<file path="src/hdl/spsg_pkg.sv">
// shared types and constants for the pid step generator
// no dependencies
package spsg_pkg;

  localparam int unsigned FRACTION_BITS_DEF  = 16;
  localparam int unsigned POSITION_WIDTH_DEF = 32;

  localparam int unsigned CFG_IDX_W  = 3;
  localparam int unsigned CFG_DATA_W = 32;

  typedef enum logic [CFG_IDX_W-1:0] {
    REG_PERIOD = 3'd0,
    REG_KP     = 3'd1,
    REG_KI     = 3'd2,
    REG_KD     = 3'd3,
    REG_VMAX   = 3'd4,
    REG_AMAX   = 3'd5
  } cfg_reg_e;

  typedef enum logic [3:0] {
    ST_IDLE,
    ST_ERR,
    ST_INT_MUL,
    ST_INT_ADD,
    ST_DIV,
    ST_DER_FIX,
    ST_P_MUL,
    ST_I_MUL,
    ST_D_MUL,
    ST_SUM,
    ST_SLEW,
    ST_FRAC_MUL,
    ST_FRAC_ADD,
    ST_STEP,
    ST_DONE
  } exec_state_e;

  // one queued request between front and back
  typedef struct packed {
    logic               clear;
    logic signed [47:0] ref_pos;
    logic signed [31:0] meas_pos;
  } req_t;

  // result item
  typedef struct packed {
    logic               step_pulse;
    logic               direction;
    logic signed [31:0] commanded_position;
    logic signed [47:0] velocity_command;
  } res_t;

endpackage

</file>
<file path="src/hdl/spsg_front.sv">
// front part: request queue between the input port and the execution unit
// depends on spsg_pkg
module spsg_front (
  input  logic            clk_i,
  input  logic            rst_ni,
  input  logic            push_i,
  output logic            full_o,
  input  spsg_pkg::req_t  req_i,
  output logic            req_valid_o,
  input  logic            req_take_i,
  output spsg_pkg::req_t  req_o
);

  spsg_pkg::req_t mem_q [2];
  logic [1:0] wr_q, wr_d, rd_q, rd_d;
  logic       do_push, do_pop;

  assign full_o      = (wr_q[0] == rd_q[0]) && (wr_q[1] != rd_q[1]);
  assign req_valid_o = (wr_q != rd_q);
  assign do_push     = push_i && !full_o;
  assign do_pop      = req_take_i && req_valid_o;
  assign wr_d        = wr_q + 2'(do_push);
  assign rd_d        = rd_q + 2'(do_pop);
  assign req_o       = mem_q[rd_q[0]];

  always_ff @(posedge clk_i or negedge rst_ni) begin
    if (!rst_ni) begin
      wr_q <= '0;
      rd_q <= '0;
    end else begin
      wr_q <= wr_d;
      rd_q <= rd_d;
    end
  end

  always_ff @(posedge clk_i) begin
    if (do_push) begin
      mem_q[wr_q[0]] <= req_i;
    end
  end

endmodule

</file>
<file path="config.mk">
export PLATFORM = sky130hd
export DESIGN_NAME = spsg_front
export DESIGN_NICKNAME = d
export VERILOG_FILES = /design/src/hdl/spsg_pkg.sv /design/src/hdl/spsg_front.sv
export SDC_FILE = /design/constraint.sdc
export NUM_CORES = 1
export LEC_CHECK = 0
export BUFFER_PORTS_ARGS = -buffer_cell sky130_fd_sc_hd__clkbuf_2
export CAP_MARGIN = 10
export CORE_ASPECT_RATIO = 1.5
export CORE_MARGIN = 2
export CORE_UTILIZATION = 25
export CTS_CLUSTER_SIZE = 8
export DETAILED_ROUTE_END_ITERATION = 8
export PLACE_DENSITY_LB_ADDON = 0.08
export SYNTH_ARGS = -nofsm -noshare
export SYNTH_HDL_FRONTEND = slang
export SYNTH_SLANG_ARGS = --single-unit
export TNS_END_PERCENT = 10
</file>
<file path="constraint.sdc">
create_clock -name clk_i -period 3.8 [get_ports clk_i]
set_input_delay 0.38 -clock clk_i [delete_from_list [all_inputs] [get_ports clk_i]]
set_output_delay 0.38 -clock clk_i [all_outputs]
set_load 0.02 [all_outputs]
</file>
==> results summary, run 1 <==
The via count of the first global-routing pass is 3416. The slew of the pin with the lowest slew margin came out at between 800 and 900 ps. The die covers 25700 µm². The number of flops mapped to enable cells by yosys came out at 162.

The global placement routability congestion came out at 0.669. The clock transition at the registers of the reported paths is 70 ps. The number of resized instances in the post-cts repair step came out at 0.

The total wire length after detailed routing is 13.1 mm. The leakage power came out at slightly below 3 nW. The flow ran to the end, and the final reports show no timing, DRC or antenna violations.

The routed design could run at a clock period as short as a little under 3000 ps. Counting every instance in the synthesized netlist gives 270. The commonest cells after synthesis are sky130_fd_sc_hd__edfxtp_1, sky130_fd_sc_hd__mux2_2, sky130_fd_sc_hd__clkbuf_8. The floorplan has 70 rows. No sink is reached through more buffers than the 2 on the longest clock path. The final hold violation count is 0. The post-detailed-route DRC marker count came out at 0. TritonCTS built the clock tree. Counting flops with an async set or reset pin after synthesis yields a share of roughly 2.4%. Across every metal layer, demand over resource in global routing totals 10.4%. The number of synthesized register bits is 166. The worst pin sits at a relative slew slack of 44.1%. With fillers left out, the area of the finished cells amounts to 7990 µm². The first routing iteration left 187 violations. The via density per instance came out at between 3 and 4. The required arrival time at the worst endpoint is between 3000 and 4000 ps. The initial core utilization is 25.3%. The data arrival time of the critical path is 2520 ps. The later pin in the worst-skew pair is clocked with a latency of 420 ps. Buffers inserted to repair hold after CTS numbered 1. Once detail routing completed, the nets flagged for antenna violations numbered 0. The number of buffers inserted during clock tree synthesis came out at 17. The number of antenna diodes is 0. The worst setup path is captured at a primary output.

Of the cells placed in the final design, the portion with a size suffix greater than 1 is 60.9%. The power density over the cells came out at 895 nW/µm². The height of the die is 196 µm.

The final setup skew came out at 9.53 ps. The number of nets in the synthesized netlist is 358. The fraction of the cycle the final worst path needs is 76.4%. Summing the sequential cell areas from Yosys gives roughly 80% of the chip area. Static timing analysis puts the maximum clock frequency at 344 MHz. The area after detailed placement is 7320 µm².

Once the clock tree was built, the setup fixing pass inserted 0 buffers. The area share of the leading cell type in the synthesized netlist came out at between 70% and 80%. For this run, the number of Yosys warnings is 0. After the last flow step, the layout net total stands at 540. The mapped netlist covers 6110 µm². The count of vias placed by the detailed router is 3082. The synthesis-to-layout area growth is 30.7%. Max-cap violations in this run came to 0. The global-route congestion overflow total came out at 0. The final max-slew violation count is 0.

The pin count of the biggest net entering global routing came out at 63. The number of input and output port buffers inserted came out at 167. The average wire per cell in the routed design is 16.6 µm. The first global-routing pass estimated roughly 20 mm of wire. Along the worst path, the maximum fanout reaches 55. The maximum vdd ir drop is 324 µV. The initial antenna violation count is 1.

After floorplanning, the core was sized to cover between 20000 and 25000 µm². The tree is rooted in a sky130_fd_sc_hd__clkbuf_16. Detailed placement ended at an HPWL of 8.41 mm. The mean post-synth cell area is roughly 23 µm². The maximum level of the CTS H-tree came out at 4. 168 I/O pins were placed. Setup repair after global routing left no endpoint under its margin. The critical path in this run is classified as flip-flop to primary output. The most used flip-flop cell after synthesis is sky130_fd_sc_hd__edfxtp_1.

The first detailed-routing pass took 4 iterations. Counting the fill cells in the layout gives 2416. The total of endpoints with negative setup slack in the final report is 0. The number of distinct standard cells referenced by the synthesized netlist came out at 12. The most frequent cell after synthesis is sky130_fd_sc_hd__edfxtp_1. The chip width came out at 132 µm. In this run the worst hold path is classified as input port to flip-flop. STA classifies the critical path startpoint as a flip-flop. Adding up every negative setup slack in the final design gives 0 ps.

The total clock sinks came out at 166. By area the synthesized netlist is led by sky130_fd_sc_hd__edfxtp_1, sky130_fd_sc_hd__mux2_2, sky130_fd_sc_hd__clkbuf_8. Of all cell types, the one taking the most synthesized area is sky130_fd_sc_hd__edfxtp_1.
==> path summary, 6_finish.rpt <==
path | to | start | slack (ps) | cells after the start
min | mem_q[0][3] | req_i[3] | 140 | 1
max reg2reg | mem_q[1][0] | rd_q[0] | 1110 | 4
max | req_o[66] | rd_q[0] | 900 | 3
max in group asynchronous | rd_q[0] | rst_ni | 3340 | 2
min reg2reg | wr_q[1] | wr_q[1] | 520 | 1
min in group asynchronous | rd_q[0] | rst_ni | 310 | 2
==> placed cells by master, fill, tap and decap left out <==
cell	netlist	routed
sky130_fd_sc_hd__clkbuf_2	0	167
sky130_fd_sc_hd__edfxtp_1	162	162
sky130_fd_sc_hd__mux2_2	81	81
sky130_fd_sc_hd__clkbuf_16	0	17
sky130_fd_sc_hd__bufinv_16	0	6
sky130_fd_sc_hd__clkinv_4	0	4
sky130_fd_sc_hd__xor2_1	3	3
sky130_fd_sc_hd__clkbuf_1	0	3
sky130_fd_sc_hd__dfrtp_1	4	3
sky130_fd_sc_hd__xnor2_1	2	2
sky130_fd_sc_hd__a21boi_0	2	2
sky130_fd_sc_hd__inv_1	2	2
sky130_fd_sc_hd__ha_4	0	2
sky130_fd_sc_hd__buf_12	0	2
sky130_fd_sc_hd__buf_4	0	2
sky130_fd_sc_hd__and2_1	1	1
sky130_fd_sc_hd__nand2_1	1	1
sky130_fd_sc_hd__ha_1	3	1
sky130_fd_sc_hd__clkinvlp_4	0	1
sky130_fd_sc_hd__clkinv_1	0	1
sky130_fd_sc_hd__dlygate4sd3_1	0	1
sky130_fd_sc_hd__dfrtp_4	0	1
==> registers in the layout (all words and copies together) (netlist names) <==
signal  flops
mem_q     162
rd_q        2
wr_q        2
==> report_power, final <==
| group | switching, W | leakage, nW | total [W] | internal [W] |
|---|---|---|---|---|
| clock network | 0.000683 | 0.316 | 0.00192 | 0.00124 |
| logic | 0.00149 | 1.11 | 0.00238 | 0.000892 |
| registers | 0.000180 | 1.55 | 0.00285 | 0.00267 |
==> cell families after synthesis <==
kind of cell | synth area share [%]
AO/OA/AOI/OAI | 0.246
XOR/XNOR | 0.717
adder cells (fa/ha/maj) | 0.614
buffers and inverters | 2.11
flip-flops | 81.2
multiplexers | 14.9
AND/OR/NAND/NOR | 0.164
==> worst max-delay path, stage by stage (launching register included) <==
cell and delay, ps:
sky130_fd_sc_hd__dfrtp_4 720, sky130_fd_sc_hd__buf_4 740, sky130_fd_sc_hd__mux2_2 430, sky130_fd_sc_hd__clkbuf_2 160
==> layout make-up <==
| type | count | area [µm²] | share of cell area (%) |
|---|---|---|---|
| repair buffers | 172 | 901 | 11.3 |
| well taps | 324 | 405 | 5.07 |
| inverters | 2 | 7.51 | 0.0940 |
| flip-flops and latches | 166 | 4970 | 62.2 |
| clock buffers | 20 | 437 | 5.47 |
| clock inverters | 12 | 226 | 2.83 |
| multi-input cells | 93 | 1040 | 13.1 |
==> layer usage <==
metal	GRT usage (%)	share of wire, %	vias up
met3	3.48	4.7	8
met4	4.11	1.0	2
met2	19.3	56	100
li1	-	-	1430
met5	0	0.12	-
met1	10.8	38	1542
==> metrics by stage <==
stage	hold slack [ps]	std cells	total power [W]	util [%]	setup slack, ps
floorplan	84.4	270	0.00454	-	430
global placement	201	756	0.00534	30.3	1120
detailed placement	199	756	0.00537	30.3	1070
CTS	118	789	0.00732	33.0	789
global route	125	789	0.00754	33.0	730
finish	140	789	0.00715	33.0	896
Power figures use the tool's default switching activity.
==> run 2, diff against run 1 <==
clock period = 2.9 ns   (was 3.8 ns; I/O delays follow)
==> run 2 against run 1 <==
  * Register-to-register slack got worse by 330 ps
  * Largest cell class unchanged
  * Final area barely moved
  * Total power rose by 29%
  * Setup slack got worse by 170 ps
  * Critical path type unchanged
==> results summary, run 2 (same netlist as run 1, synthesis figures left out) <==
The number of rows in the core area was 70 (unchanged). The average wire per cell in the routed design is 16.4 µm (was 16.6 µm). The boundary pin count is 168 (unchanged). The via count of the first global-routing pass was 3423 (was 3416).

The post-detailed-route DRC marker count came out at 0 (unchanged). The net switching power came out at 0.00310 W (was 0.00235 W). The fmax is 460 MHz. The final antenna-violating net count came out at 0 (unchanged).

The critical path class is flip-flop to primary output (unchanged). The endpoint of the worst-slack reg-to-reg timing path was mem_q[0][36] (was mem_q[1][0]). The final critical-path required period came out at 2170 ps.

The final hold violation count is 0 (unchanged). The startpoint of the worst-slack reg-to-reg timing path is rd_q[0] (unchanged). The worst slew margin relative to its limit came out at 59.5% (was 44.1%). The clock insertion delay at the later pin of the skew report came out at 430 ps (was 420 ps). The longest individual stage delay on the worst path came out at 430 ps (was 740 ps). The number of fill cells in the layout was 2457 (was 2416). The sink of the worst hold path is mem_q[1][68] (was mem_q[0][3]). The via density per instance came out at 3.93 (was 3.91). The setup slack of the critical path after layout came out at 728 ps (was 896 ps). The data arrival time of the critical path came to 1880 ps (was 2520 ps). The fraction of power spent switching nets came out at 33.5% (was 32.9%).

The sequential fraction of design power is 39.4% (was 39.8%). The clock network fraction of design power is 25.6% (was 26.8%). The start point of the worst hold path was req_i[68] (was req_i[3]). The number of flip-flops in the largest register is 162 (unchanged). The slew of the pin with the lowest slew margin is 602 ps (was 839 ps). The sort of element at the start of the critical path is a flip-flop (unchanged).

The total wire length after detailed routing came to 13.0 mm (was 13.1 mm). The endpoint type of the worst setup path is a primary output (unchanged). The worst-case register-to-register setup slack is 780 ps (was 1110 ps). The clock tree root buffer cell is sky130_fd_sc_hd__clkbuf_16 (unchanged). The clock transition at the registers of the reported paths came out at 70 ps (about the same).

The CTS tree is yes (unchanged). The internal power summed over all cells came out at 0.00616 W (was 0.00479 W). The global placement routability congestion is 0.681 (was 0.669). The HPWL after detailed placement came to 8.40 mm (was 8.41 mm).

The standard cell core area is 24200 µm² (unchanged). The number of cells traversed by the worst hold path came out at 1 (unchanged). The total clock sinks came out at 166 (unchanged). Outcome: complete, no violations (unchanged). The required arrival time at the worst endpoint is 2610 ps (was 3420 ps). The number of iterations in the first detailed-routing pass came out at 4 (unchanged). The worst reg2reg path depth is 4 (unchanged).

The share of final-layout standard cells stronger than drive strength 1 is 61.0% (was 60.9%). The first-pass GRT wire length is 19.6 mm (was 19.8 mm). The chip width is 132 µm (unchanged). The maximum clock insertion buffer count is 2 (unchanged). The number of nets in the layout is 542 (was 540). The fraction of the cycle the final worst path needs came out at about three quarters.

The post-route total power came to 0.00925 W (was 0.00715 W). The highest net fanout along the worst path is 82 (was 55). Leading cell types in the layout, fill and taps excluded: sky130_fd_sc_hd__clkbuf_2, sky130_fd_sc_hd__edfxtp_1, sky130_fd_sc_hd__mux2_2 (unchanged).

The max-capacitance violation count is 0 (unchanged). The total routing resource utilization after global routing was 10.5% (was 10.4%). The library cell contributing the largest single delay on the critical path was sky130_fd_sc_hd__dfrtp_4 (was sky130_fd_sc_hd__buf_4).

The number of buffers inserted during clock tree synthesis came out at 17 (unchanged). Ordered cell list for the critical path: buf_12 -> mux2_2 -> clkbuf_2 (was buf_4 -> mux2_2 -> clkbuf_2). The synthesis-to-layout area growth is 30.8% (was 30.7%). Setup repair after global routing missed its margin: no (unchanged). The total die area is 25700 µm² (unchanged). The total of endpoints with negative setup slack in the final report is 0 (unchanged). The maximum level of the CTS H-tree is 4 (unchanged). The path type of the worst min-delay path is input port to flip-flop (unchanged). The pre-CTS setup slack is 734 ps (was 1070 ps). The number of input and output port buffers inserted was 167 (unchanged). The leakage power came out at 2.96 nW (was 2.97 nW). The portion of total power attributed to combinational logic came out at 35.0% (was 33.3%). The maximum vdd ir drop came to 521 µV (was 324 µV). The number of violations reported at the end of detailed-routing iteration 0 came out at 135 (was 187). The initial core utilization is 25.3% (unchanged). The height of the die is 196 µm (unchanged).

The power density over the cells came out at 1160 nW/µm² (was 895 nW/µm²). The setup TNS came out at 0 ps (unchanged). The most common library cell in the layout ignoring fill and taps is sky130_fd_sc_hd__clkbuf_2 (unchanged). The pin count of the biggest net entering global routing came out at 83 (was 63). The count of vias placed by the detailed router was 3112 (was 3082).

The initial antenna violation count came out at 1 (unchanged). The global-route congestion overflow total is 0 (unchanged). The final setup skew is 7.71 ps (was 9.53 ps). The final max-slew violation count is 0 (unchanged).
==> run 2: cell count changes in the layout (fill, tap and decap cells not counted), sizes merged <==
| cell | change |
|---|---|
| clkinvlp | +3 |
| buf | +2 |
| bufinv | -2 |
| clkbuf | -1 |
| clkinv | -1 |
| diode | +1 |
| inv | +1 |
==> run 2: layout make-up <==
class	instances	area [µm²]	area share (%)
sequential	166	4970	62.2
multi-input combinational	93	1040	13.1
timing repair buffer	174	953	11.9
clock buffer	19	433	5.42
tap	324	405	5.07
clock inverter	13	180	2.25
inverter	2	7.51	0.0939
antenna	1	2.50	0.0313
==> run 2: worst max-delay path, delay by kind of cell, from the launching register on <==
kind / cells / cell delay, ps
muxes: 1 / 410
buffers and inverters: 2 / 550
DFF: 1 / 430
==> run 2: routing by layer <==
layer	GRT usage [%]	up-vias	wire length [µm]
met5	0	-	0
met4	5.07	0	271
met3	3.63	18	660
met2	19.1	95	7110
met1	10.7	1562	4910
li1	-	1437	-
==> run 2: what timing repair did <==
action / in CTS / in global routing
setup buffers: 0 / 0
hold buffers: 1 / 0
endpoints found under the hold margin: 4 / 0
setup endpoints to repair: 0 / 0
gates resized for setup: 0 / 0
==> run 2: worst max-delay path by stage <==
stage | startpoint | cells past startpoint | endpoint | slack [ps]
global placement | rd_q[0] | 4 | mem_q[0][35] | 770
global route | rd_q[0] | 4 | mem_q[0][35] | 600
detailed placement | rd_q[0] | 4 | mem_q[0][35] | 730
floorplan | rd_q[0] | 4 | mem_q[0][0] | -450
CTS | rd_q[0] | 3 | req_o[39] | 660
finish | rd_q[0] | 3 | req_o[58] | 730
==> run 2: per-stage QoR <==
| step | std cells | instance area, µm² | util (%) | hold slack (ps) |
|---|---|---|---|---|
| after global placement | 758 | 7370 | 30.5 | 109 |
| final | 792 | 7990 | 33.1 | 50.0 |
| after CTS | 791 | 7990 | 33.1 | 18.4 |
| after detailed placement | 758 | 7370 | 30.5 | 107 |
| after floorplan | 270 | 6110 | - | -5.59 |
| after global routing | 791 | 7990 | 33.1 | 27.1 |
==> run 2: power by group through the flow <==
stage | logic, W | registers (W) | clock network, W
6_report | 0.00324 | 0.00365 | 0.00237
3_5_place_dp | 0.00337 | 0.00371 | 0
4_1_cts | 0.00338 | 0.00366 | 0.00245
5_1_grt | 0.00352 | 0.00372 | 0.00253
3_3_place_gp | 0.00337 | 0.00368 | 0
2_1_floorplan | 0.00224 | 0.00369 | 0
==> run 3, diff against run 2 <==
clock period = 1.9 ns   (was 2.9 ns; I/O delays follow)
==> run 3 against run 2 <==
  * Sequential power up 53%
  * Die area unchanged
  * Global-route usage up 1.1 points
  * Combinational power rose by 94%
  * Setup slack got worse by 720 ps
  * Total power grew 67%
  * Clock-buffer cell count stayed put
  * Cell count increased by 12%
  * Flip-flop and latch count is the same
  * Non-clock buffer count up 94
  * Final area rose by 16%
  * Wire length is 10% higher
  * Critical endpoint is now req_o[27]
  * Largest cell class unchanged
==> results summary, run 3 (same netlist as run 1, synthesis figures left out) <==
The highest net fanout along the worst path is 6 (was 82). The setup TNS is 0 ps (unchanged). The routed length on met3 is 816 µm (was 660 µm). The post-detailed-route DRC marker count came out at 0 (unchanged).

The routed length on met2 was 7.93 mm (was 7.11 mm). The total of endpoints with negative setup slack in the final report came to 0 (unchanged). The via density per instance came to 3.95 (was 3.93). The cell count after placement is 761 (was 758). The power density over the cells was 1670 nW/µm² (was 1160 nW/µm²). The final setup skew came out at 8.56 ps (was 7.71 ps). The leakage power came out at 3.49 nW (was 2.96 nW).

The final max-slew violation count is 0 (unchanged). The total clock sinks was 166 (unchanged). The number of antenna diodes came out at 0 (was 1).

The HPWL after detailed placement came to 8.79 mm (was 8.40 mm). For the finished layout, the period the worst path requires is 1890 ps. The initial core utilization came out at 25.3% (unchanged). The clock insertion delay at the later pin of the skew report is 430 ps (about the same). The final hold violation count came out at 0 (unchanged). The longest individual stage delay on the worst path is 470 ps (was 430 ps). The library cell contributing the largest single delay on the critical path was sky130_fd_sc_hd__dfrtp_4 (unchanged). The average wire per cell in the routed design came out at 16.2 µm (was 16.4 µm). Setup repair after global routing missed its margin: yes (was no).

The setup slack of the critical path after layout is 5.49 ps (was 728 ps). The number of rows in the core area is 70 (unchanged). The sort of element at the start of the critical path is a flip-flop (unchanged). The endpoint type of the worst setup path is a primary output (unchanged).

Ordered cell list for the critical path: buf_8 -> clkbuf_16 -> mux2_2 -> clkbuf_8 (was buf_12 -> mux2_2 -> clkbuf_2). The worst slew margin relative to its limit was 78.5% (was 59.5%). The maximum level of the CTS H-tree came out at 4 (unchanged). The max-capacitance violation count came out at 0 (unchanged).

The number of input and output port buffers inserted is 167 (unchanged). The area of all placed cells without fillers came out at 9250 µm² (was 7990 µm²). The standard cell core area came out at 24200 µm² (unchanged). The fraction of the cycle the final worst path needs is 99.7%. The clock tree root buffer cell is sky130_fd_sc_hd__clkbuf_16 (unchanged). The number of fill cells in the layout came out at 2358 (was 2457). The number of buffers inserted during clock tree synthesis is 17 (unchanged).

The global placement routability congestion came to 0.669 (was 0.681). The path type of the worst min-delay path is input port to asynchronous set/reset pin (was input port to flip-flop). The number of violations reported at the end of detailed-routing iteration 0 came out at 132 (was 135). The top layer reached by signal wires is met5 (was met4). The count of vias placed by the detailed router is 3494 (was 3112). The most common library cell in the layout ignoring fill and taps is sky130_fd_sc_hd__edfxtp_1 (was sky130_fd_sc_hd__clkbuf_2). The total die area came out at 25700 µm² (unchanged). The area after detailed placement is 7420 µm² (was 7370 µm²). The final non-filler cell total came out at 884 (was 792). The boundary pin count came out at 168 (unchanged). The synthesis-to-layout area growth came out at 51.3% (was 30.8%). The number of nets in the layout came out at 636 (was 542). The number of flip-flops in the largest register came out at 162 (unchanged).

The fmax is 528 MHz. The global-route congestion overflow total came out at 0 (unchanged). The slew of the pin with the lowest slew margin is 321 ps (was 602 ps).

The via count of the first global-routing pass came out at 3832 (was 3423). The maximum clock insertion buffer count is 2 (unchanged). The chip width came out at 132 µm (unchanged). The pin count of the biggest net entering global routing came out at 40 (was 83).

The pre-CTS setup slack is 189 ps (was 734 ps). The maximum vdd ir drop is 795 µV (was 521 µV). The data arrival time of the critical path came out at 1700 ps (was 1880 ps). The first-pass GRT wire length was 21.8 mm (was 19.6 mm). The CTS tree is yes (unchanged). The worst-case register-to-register setup slack is 60 ps (was 780 ps). The final antenna-violating net count is 0 (unchanged). The total wire length after detailed routing came out at 14.3 mm (was 13.0 mm). The critical path class is flip-flop to primary output (unchanged). The total routing resource utilization after global routing was 11.6% (was 10.5%).

Outcome: complete, no violations (unchanged). The clock transition at the registers of the reported paths came to 60 ps (was 70 ps). Leading cell types in the layout, fill and taps excluded: sky130_fd_sc_hd__edfxtp_1, sky130_fd_sc_hd__clkbuf_2, sky130_fd_sc_hd__dlygate4sd3_1 (was sky130_fd_sc_hd__clkbuf_2, sky130_fd_sc_hd__edfxtp_1, sky130_fd_sc_hd__mux2_2). The height of the die was 196 µm (unchanged).

The wire length on met1 is 5.25 mm (was 4.91 mm). The initial antenna violation count is 2 (was 1). The number of iterations in the first detailed-routing pass came to 4 (unchanged). The share of final-layout standard cells stronger than drive strength 1 came out at 53.8% (was 61.0%). The required arrival time at the worst endpoint came out at 1710 ps (was 2610 ps).
==> run 3: cell types whose count changed in the layout (fill, tap and decap cells not counted), moves of 2 or more <==
| cell | previous run | this run |
|---|---|---|
| sky130_fd_sc_hd__buf_6 | 0 | 3 |
| sky130_fd_sc_hd__clkinv_1 | 2 | 0 |
| sky130_fd_sc_hd__buf_12 | 5 | 7 |
| sky130_fd_sc_hd__clkbuf_2 | 167 | 125 |
| sky130_fd_sc_hd__mux2_2 | 81 | 79 |
| sky130_fd_sc_hd__buf_16 | 0 | 7 |
| sky130_fd_sc_hd__clkbuf_4 | 0 | 3 |
| sky130_fd_sc_hd__buf_2 | 0 | 21 |
| sky130_fd_sc_hd__clkbuf_8 | 0 | 3 |
| sky130_fd_sc_hd__dlygate4sd3_1 | 1 | 82 |
| sky130_fd_sc_hd__buf_8 | 0 | 6 |
| sky130_fd_sc_hd__buf_4 | 1 | 10 |
| sky130_fd_sc_hd__mux2_4 | 0 | 2 |
==> run 3: worst paths after layout <==
path,startpoint,end,cells past startpoint
worst max-delay path,rd_q[0],req_o[27],4
worst min-delay path,rst_ni,wr_q[0],2
worst max register to register,rd_q[0],mem_q[1][23],5
worst min register to register,rd_q[1],rd_q[1],1
max in group asynchronous,rst_ni,rd_q[0],2
min in group clk_i,req_take_i,rd_q[0],3
==> run 3: power by group <==
group / leakage [nW] / total, W / internal (W) / switching [W]
Sequential: 1.55 / 0.00559 / 0.00533 / 0.000256
Clock: 0.281 / 0.00359 / 0.00219 / 0.00140
Combinational: 1.66 / 0.00630 / 0.00288 / 0.00342
Total: 3.49 / 0.0155 / 0.0104 / 0.00507
==> run 3: what timing repair did <==
action                                 in CTS  in global routing
setup endpoints to repair                  81                 95
hold buffers                               82                  0
setup buffers                               4                  0
gates resized for setup                    36                 53
gates cloned                                5                  1
endpoints found under the hold margin     166                  0
==> run 3: final cells by class <==
class | count | area, µm² | share of cell area, %
sequential | 166 | 4970 | 53.7
timing repair buffer | 268 | 2170 | 23.5
multi-input combinational | 93 | 1080 | 11.7
clock buffer | 19 | 433 | 4.68
tap | 324 | 405 | 4.38
clock inverter | 12 | 180 | 1.95
inverter | 2 | 7.51 | 0.0812
==> run 3: routing by layer <==
| metal | up-vias | global-route usage, % |
|---|---|---|
| li1 | 1631 | - |
| met3 | 21 | 4.23 |
| met2 | 96 | 21.2 |
| met1 | 1742 | 11.8 |
| met5 | - | 0 |
| met4 | 4 | 5.07 |
==> run 3: critical path, delay by kind of cell (launching register included) <==
kind                   cells  cell delay, ps
DFF                        1             470
buffers and inverters      3             470
muxes                      1             330
==> run 3: metrics by stage <==
step	hold WS [ps]	total power [W]	utilization [%]
finish	127	0.0155	38.3
global route	124	0.0163	38.3
CTS	108	0.0156	37.9
detailed placement	7.20	0.0110	30.7
global placement	5.86	0.0109	30.7
floorplan	-106	0.00915	-
